===== config.mk =====
export PLATFORM = sky130hd
export DESIGN_NAME = clifford_product_engine_core
export DESIGN_NICKNAME = d
export VERILOG_FILES = /design/src/cpe_pkg.sv /design/src/cpe_ram.sv /design/src/clifford_product_engine_core.sv
export SDC_FILE = /design/constraint.sdc
export NUM_CORES = 2
export LEC_CHECK = 0
export ABC_CLOCK_PERIOD_IN_PS = 10300
export BUFFER_PORTS_ARGS = -buffer_cell sky130_fd_sc_hd__buf_4
export CAP_MARGIN = 10
export CORE_MARGIN = 8
export CORE_UTILIZATION = 65
export DETAILED_ROUTE_END_ITERATION = 6
export PLACE_DENSITY = 0.85
export SKIP_CTS_REPAIR_TIMING = 1
export SYNTH_ARGS = -nofsm -noshare
export SYNTH_HDL_FRONTEND = slang
export SYNTH_SLANG_ARGS = --single-unit

===== constraint.sdc =====
create_clock -name clk -period 10.3 [get_ports clk]
set_input_delay 0.515 -clock clk [delete_from_list [all_inputs] [get_ports clk]]
set_output_delay 0.515 -clock clk [all_outputs]
set_load 0.02 [all_outputs]

===== src/cpe_pkg.sv =====
// Package: shared constants, register indexes and blade sign function.
`timescale 1ns / 1ps
`default_nettype none
package cpe_pkg;
	localparam int MAX_N = 4;
	localparam int DEPTH = 1 << MAX_N;
	localparam int AW    = MAX_N;

	localparam logic [1:0] REG_SIG_POS  = 2'd0;
	localparam logic [1:0] REG_SIG_NEG  = 2'd1;
	localparam logic [1:0] REG_SIG_NULL = 2'd2;
	localparam logic [1:0] REG_KIND     = 2'd3;

	localparam logic [1:0] KIND_GEO   = 2'd0;
	localparam logic [1:0] KIND_OUTER = 2'd1;
	localparam logic [1:0] KIND_LCON  = 2'd2;
	localparam logic [1:0] KIND_NONE  = 2'd3;  // no pair contributes

	typedef struct packed {
		logic zero;
		logic neg;
	} sign_t;

	// sign of e_a * e_b: reorder parity plus squares of shared vectors
	function automatic sign_t blade_sign(input logic [AW-1:0] a, input logic [AW-1:0] b,
			input logic [3:0] p, input logic [3:0] pq);
		sign_t s;
		logic [AW-1:0] acc;
		logic [AW-1:0] hi;
		s.zero = 1'b0;
		s.neg  = 1'b0;
		acc    = a;
		for (int k = 0; k < MAX_N; k++) begin
			if (b[k] && !s.zero) begin
				hi = acc >> (k + 1);
				s.neg = s.neg ^ (^hi);
				if (acc[k]) begin
					if (4'(k) >= pq) s.zero = 1'b1;
					else if (4'(k) >= p) s.neg = ~s.neg;
					acc[k] = 1'b0;
				end else begin
					acc[k] = 1'b1;
				end
			end
		end
		return s;
	endfunction
endpackage
`default_nettype wire


===== src/cpe_ram.sv =====
// Generic single-port-write, single-port-read RAM with registered read.
`timescale 1ns / 1ps
`default_nettype none
module cpe_ram #(
	parameter int WIDTH = 32,
	parameter int DEPTH = 16
) (
	input  wire logic                     clk,
	input  wire logic                     we,
	input  wire logic [$clog2(DEPTH)-1:0] waddr,
	input  wire logic [WIDTH-1:0]         wdata,
	input  wire logic [$clog2(DEPTH)-1:0] raddr,
	output logic      [WIDTH-1:0]         rdata
);
	logic [WIDTH-1:0] mem [DEPTH];

	always_ff @(posedge clk) begin
		if (we) mem[waddr] <= wdata;
		rdata <= mem[raddr];
	end
endmodule
`default_nettype wire


===== src/clifford_product_engine_core.sv =====
// Top level: Clifford algebra product engine over bitmap-addressed blades.
//
// Usage:
//  - s_axis: one beat loads a coefficient pair (a into the left store, b into
//    the right store) at blade tdata[3:0]. tlast on a beat starts the product.
//  - cfg: writes sig_pos, sig_neg, sig_null, product_kind by index; always
//    ready; the user must only write it while the engine is idle (not enforced).
//  - m_axis: one beat per result blade, ascending; tlast on the final one,
//    tuser flags a bad signature (p+q+r > MAX_N; all coefficients zero).
// Timing: a product with n = p+q+r runs each output blade k as a pass over i
//  (j = i ^ k) through the two store RAMs, one pair per cycle, then drains the
//  pipeline and emits the blade. The single read port of each store RAM sets
//  the pair rate.
// Reset: signature resets to Cl(3,0,0), geometric product; store valid bits
//  clear so every blade reads as zero. After a run the valid bits clear again.
// Stall: a held m_axis beat stalls the engine in its emit step; after the final
//  beat is loaded into the output register the engine takes new beats at once.
`timescale 1ns / 1ps
`default_nettype none
module clifford_product_engine_core (
	input  wire logic        clk,
	input  wire logic        arst_n,
	input  wire logic        s_axis_tvalid,
	output logic             s_axis_tready,
	input  wire logic [71:0] s_axis_tdata,  // blade_in[3:0], a_coef[35:4], b_coef[67:36], pad
	input  wire logic        s_axis_tlast,  // last_in
	output logic             m_axis_tvalid,
	input  wire logic        m_axis_tready,
	output logic      [39:0] m_axis_tdata,  // blade_out[3:0], result_coef[35:4], pad
	output logic             m_axis_tlast,  // last_out
	output logic             m_axis_tuser,  // bad_signature
	input  wire logic        cfg_valid,
	output logic             cfg_ready,
	input  wire logic [1:0]  cfg_index,
	input  wire logic [7:0]  cfg_data
);
	localparam logic [1:0] ST_IDLE  = 2'd0;
	localparam logic [1:0] ST_RUN   = 2'd1;
	localparam logic [1:0] ST_DRAIN = 2'd2;
	localparam logic [1:0] ST_EMIT  = 2'd3;

	localparam int AW = cpe_pkg::AW;

	logic [1:0] state_q;
	logic [2:0] sig_pos_q, sig_neg_q, sig_null_q;
	logic [1:0] kind_q;
	logic [cpe_pkg::DEPTH-1:0] vld_q;     // blade holds a loaded pair
	logic [AW-1:0] k_q, i_q, last_idx_q;
	logic bad_q;
	logic signed [63:0] acc_q;

	// pipeline
	logic v_s1, v_s2, v_s3;
	logic [AW-1:0] i_s1, j_s1;
	logic signed [31:0] a_s2, b_s2;
	logic en_s2, neg_s2, en_s3, neg_s3;
	logic signed [63:0] prod_s3;

	logic [31:0] left_rd, right_rd;
	logic load;
	logic [AW-1:0] blade_in;
	logic [4:0] n_sum;
	logic [3:0] pq_sum;
	cpe_pkg::sign_t sgn;
	logic keep;
	logic signed [63:0] rnd;
	logic [31:0] sat;
	logic out_free;

	logic [31:0] out_coef_q;
	logic [AW-1:0] out_blade_q;
	logic out_last_q, out_bad_q, out_vld_q;

	assign cfg_ready     = 1'b1;
	assign s_axis_tready = (state_q == ST_IDLE);
	assign load          = s_axis_tvalid && s_axis_tready;
	assign blade_in      = s_axis_tdata[AW-1:0];
	assign n_sum         = 5'(sig_pos_q) + 5'(sig_neg_q) + 5'(sig_null_q);
	assign pq_sum        = 4'(sig_pos_q) + 4'(sig_neg_q);

	cpe_ram #(.WIDTH(32), .DEPTH(cpe_pkg::DEPTH)) u_left (
		.clk(clk), .we(load), .waddr(blade_in), .wdata(s_axis_tdata[35:4]),
		.raddr(i_q), .rdata(left_rd)
	);
	cpe_ram #(.WIDTH(32), .DEPTH(cpe_pkg::DEPTH)) u_right (
		.clk(clk), .we(load), .waddr(blade_in), .wdata(s_axis_tdata[67:36]),
		.raddr(i_q ^ k_q), .rdata(right_rd)
	);

	// contribution filter and sign of the pair in stage 1
	always_comb begin
		sgn = cpe_pkg::blade_sign(i_s1, j_s1, {1'b0, sig_pos_q}, pq_sum);
		case (kind_q)
			cpe_pkg::KIND_GEO:   keep = 1'b1;
			cpe_pkg::KIND_OUTER: keep = ((i_s1 & j_s1) == '0);
			cpe_pkg::KIND_LCON:  keep = ((i_s1 & j_s1) == i_s1);
			default:             keep = 1'b0;
		endcase
		keep = keep && !sgn.zero && vld_q[i_s1] && vld_q[j_s1];
	end

	// round half up to Q16.16: floor((p + 2^15) / 2^16)
	assign rnd = (prod_s3 + 64'sd32768) >>> 16;

	always_comb begin
		if (acc_q > 64'sd2147483647) sat = 32'h7fff_ffff;
		else if (acc_q < -64'sd2147483648) sat = 32'h8000_0000;
		else sat = acc_q[31:0];
	end

	assign out_free = !out_vld_q || m_axis_tready;

	always_ff @(posedge clk) begin
		a_s2    <= left_rd;
		b_s2    <= right_rd;
		neg_s2  <= sgn.neg;
		en_s2   <= keep;
		prod_s3 <= a_s2 * b_s2;
		neg_s3  <= neg_s2;
		en_s3   <= en_s2;
	end

	always_ff @(posedge clk or negedge arst_n) begin
		if (!arst_n) begin
			state_q    <= ST_IDLE;
			sig_pos_q  <= 3'd3;
			sig_neg_q  <= 3'd0;
			sig_null_q <= 3'd0;
			kind_q     <= cpe_pkg::KIND_GEO;
			vld_q      <= '0;
			k_q        <= '0;
			i_q        <= '0;
			last_idx_q <= '0;
			bad_q      <= 1'b0;
			acc_q      <= '0;
			v_s1       <= 1'b0;
			v_s2       <= 1'b0;
			v_s3       <= 1'b0;
			i_s1       <= '0;
			j_s1       <= '0;
			out_vld_q  <= 1'b0;
			out_coef_q <= '0;
			out_blade_q <= '0;
			out_last_q <= 1'b0;
			out_bad_q  <= 1'b0;
		end else begin
			if (cfg_valid) begin
				case (cfg_index)
					cpe_pkg::REG_SIG_POS:  sig_pos_q  <= cfg_data[2:0];
					cpe_pkg::REG_SIG_NEG:  sig_neg_q  <= cfg_data[2:0];
					cpe_pkg::REG_SIG_NULL: sig_null_q <= cfg_data[2:0];
					cpe_pkg::REG_KIND:     kind_q     <= cfg_data[1:0];
					default: ;
				endcase
			end

			if (m_axis_tready) out_vld_q <= 1'b0;

			v_s1 <= (state_q == ST_RUN);
			i_s1 <= i_q;
			j_s1 <= i_q ^ k_q;
			v_s2 <= v_s1;
			v_s3 <= v_s2;
			if (v_s3 && en_s3) acc_q <= neg_s3 ? acc_q - rnd : acc_q + rnd;

			case (state_q)
				ST_IDLE: begin
					if (load) begin
						vld_q[blade_in] <= 1'b1;
						if (s_axis_tlast) begin
							k_q   <= '0;
							i_q   <= '0;
							acc_q <= '0;
							bad_q <= (n_sum > 5'(cpe_pkg::MAX_N));
							if (n_sum > 5'(cpe_pkg::MAX_N)) begin
								last_idx_q <= AW'(cpe_pkg::DEPTH - 1);
								state_q    <= ST_EMIT;
							end else begin
								last_idx_q <= AW'((5'd1 << n_sum) - 5'd1);
								state_q    <= ST_RUN;
							end
						end
					end
				end
				ST_RUN: begin
					if (i_q == last_idx_q) state_q <= ST_DRAIN;
					else i_q <= i_q + 1'b1;
				end
				ST_DRAIN: begin
					if (!v_s1 && !v_s2 && !v_s3) state_q <= ST_EMIT;
				end
				ST_EMIT: begin
					if (out_free) begin
						out_vld_q   <= 1'b1;
						out_blade_q <= k_q;
						out_coef_q  <= bad_q ? 32'd0 : sat;
						out_last_q  <= (k_q == last_idx_q);
						out_bad_q   <= bad_q;
						acc_q       <= '0;
						i_q         <= '0;
						if (k_q == last_idx_q) begin
							vld_q   <= '0;  // stores read as zero for the next run
							state_q <= ST_IDLE;
						end else begin
							k_q     <= k_q + 1'b1;
							state_q <= bad_q ? ST_EMIT : ST_RUN;
						end
					end
				end
				default: state_q <= ST_IDLE;
			endcase
		end
	end

	assign m_axis_tvalid = out_vld_q;
	assign m_axis_tdata  = {4'd0, out_coef_q, out_blade_q};
	assign m_axis_tlast  = out_last_q;
	assign m_axis_tuser  = out_bad_q;
endmodule
`default_nettype wire

==> out/metrics.csv <==
metric,value,unit
violations,DRC,
synth_cell_types,87,
fin_util,0.708,
io-pin-count,133,
worst_r2r_endpoint,prod_s3[62]$_DFF_P_,
drv_slew,0,
hold_path_class,in2reg,
initial_core_util,0.654,
max_freq,104,MHz
port_buffers,118,
path_max_fanout,22,
fin_tns_setup,0,ns
cp-startpoint,b_s2[5]$_DFF_P_,
cts_buffers,132,
skew,0.0782,ns
crit_end,prod_s3[62]$_DFF_P_,
post-route-period-util,0.932,
clk_pin_slew_worst_paths,0.07,ns
worstPathRequired,10.95,ns
pre_cts_slack,0.873,ns
core,140000,µm²
numPlacedInstances,9224,
antenna_left,0,
rows,137,
route.detailed.drc,1,
outcome,"complete, but fails checks",
cts.sink_count,1361,
synth_seq_cells,1361,
area_growth,8.19,%
netlist_area,91300,µm²
startpoint_type,flop,
synthArstFlopShare,0.115,
cts_buffer_depth,3,
regArea,38300,µm²
grt_pass1_wl,375000,µm
cap_violations,0,
cts_tree,yes,
ys_top_cells_by_area,"edfxtp_1 34%, fa_1 24%, mux4_2 5.0%",
totalWireLength,247000,µm
yosysSeqAreaShare,0.419,
critical_path_class,reg2reg,
r2r_cells,25,
worstHoldStart,s_axis_tdata[45],
post_drt_wl_per_cell,26.0,µm
n_fill_cell,8664,
slew_headroom,0.147,
routed_via_density,6.42,
clk_latency,0.82,ns
rsz0062_at_grt,no,
dp_hpwl,153000,µm
setup_viol,0,
final_cells,9500,
grt_pass1_vias,64496,
layout.nets,8934,
num_vias,60955,
die_area,153000,µm²
tightest_slew,1.28,ns
synth_top_area_share,0.337,
cts_max_level,4,
antenna_found_initial,19,
setup.worst_path.end_class,flop,
overflow,0,
multiInputGateArea,47800,µm²
layout-drive-gt1-share,0.0991,
gp_congestion,0.985,
grt_max_degree,118,
synth-edff-count,1024,
die_h,391,µm
rrSetupSlack,0.70,ns
worst_slack,0.701,ns
ys.flop_type,edfxtp_1,
track_usage,0.322,
fin_crit,9.60,ns
syn_area_per_cell,12.2,µm²
cts_root_buffer,clkbuf_16,
final_common_cell,fa_1,
yosysTopAreaCell,edfxtp_1,
arrival,10.25,ns
drt-initial-drc-count,7420,
yosys_warnings,0,
die_x,391,µm
final_cell_mix,"1087 x fa_1, 1064 x inv_1, 1024 x edfxtp_1",
finalHoldViolations,0,
synth_cells,7494,
dr.pass1.iters,7,
r2r-start,b_s2[5]$_DFF_P_,
## area by class of cell
type,instances,area share
clock buffers,175,0.0364
repair buffers,252,0.0201
flip-flops and latches,1361,0.388
inverters,1067,0.0405
well taps,1876,0.0238
clock inverters,65,0.00773
diodes,16,0.000405
multi-input cells,4688,0.483
## stage by stage
stage               hold slack [ns]  instance area (µm²)
floorplan                     0.219                91300
global route               -0.00412                98800
CTS                          -0.217                98500
detailed placement            0.312                94200
finish                      0.00626                98800
global placement              0.311                94200
## worst min path at each step
stage | depth (start not counted) | slack [ns] | end
2_1_floorplan | 0 | 0.22 | acc_q[0]$_DFF_PN0_
3_3_place_gp | 0 | 0.31 | a_s2[21]$_DFF_P_
3_5_place_dp | 0 | 0.31 | a_s2[28]$_DFF_P_
4_1_cts | 1 | -0.22 | acc_q[39]$_DFF_PN0_
5_1_grt | 1 | -0.004 | u_right.mem[6][9]$_DFFE_PP_
6_report | 1 | 0.006 | u_right.mem[8][9]$_DFFE_PP_
## cells by family after synthesis
logic type                 Yosys count  synth area share
AOI/OAI and AO/OA                  769            0.0523
DFF                               1361             0.419
adders and majority gates         1344             0.274
and+or+nand+nor                   1993             0.107
other                                2         0.0000822
buffers and inverters             1448            0.0600
muxes                              353            0.0668
xor gates and xnor gates           224            0.0215
## cell usage after synthesis (7+ instances only)
cell type     n
a21o_1       51
edfxtp_1   1024
ha_1        257
mux2_2       42
nor2b_1      28
nand3b_1     10
a211oi_1     26
dfxtp_1     181
nand4_1      46
o21ai_0     176
mux2i_1     110
dfrtp_1     154
and4_1       11
a21oi_1     248
buf_1        43
o21bai_1     16
a22oi_1      35
a31oi_1      66
nor4_1       16
or3_1        13
mux4_2      201
buf_4         8
clkbuf_1    321
nor2_1      195
o21a_1       21
or2_2        12
a21boi_0      7
nand2_1     910
buf_2         8
nand2b_1     36
xor2_1       76
xnor2_1     148
nor3_1       44
nand3_1      66
inv_1      1066
o22ai_1       9
and3_1       58
and2_1      516
a2111oi_0     7
a221oi_1     35
fa_1       1087
## state kept, by name, summed over array words and instances (netlist names), 2 cells and up
signal and flops:
u_left.mem 512, u_right.mem 512, acc_q 64, prod_s3 49, a_s2 32, b_s2 32, out_coef_q 32, u_left.rdata 32
u_right.rdata 32, vld_q 16, i_q 4, i_s1 4, j_s1 4, k_q 4, last_idx_q 4, out_blade_q 4
sig_neg_q 3, sig_null_q 3, sig_pos_q 3, kind_q 2, state_q 2
## layer usage
| metal | GRT usage | share of wire | wire length, µm | vias up |
|---|---|---|---|---|
| li1 | - | - | - | 24827 |
| met1 | 0.395 | 0.34 | 84100 | 30700 |
| met2 | 0.526 | 0.48 | 119000 | 4354 |
| met3 | 0.0777 | 0.11 | 27600 | 1070 |
| met4 | 0.183 | 0.068 | 16900 | 4 |
| met5 | 0 | 0.00011 | 26 | - |
## worst max-delay path, cell delays in order, from the launching register on
cell and delay (ns):
dfxtp_1 1.17, nand2_1 0.50, fa_1 0.67, inv_1 0.10, fa_1 0.53, inv_1 0.06
fa_1 0.48, fa_1 0.49, inv_1 0.05, fa_1 0.51, inv_1 0.06, fa_1 0.56
fa_1 0.45, fa_1 0.55, inv_1 0.06, ha_1 0.36, nand3_1 0.13, or3b_2 0.47
a211oi_1 0.48, a21oi_1 0.27, o31a_1 0.41, a21oi_1 0.38, o41ai_1 0.19, o21bai_1 0.25
a21oi_1 0.13, xnor2_1 0.13
Power is not shown: default switching activity piles up to over one toggle a cycle in this logic, so the estimate is an artifact.
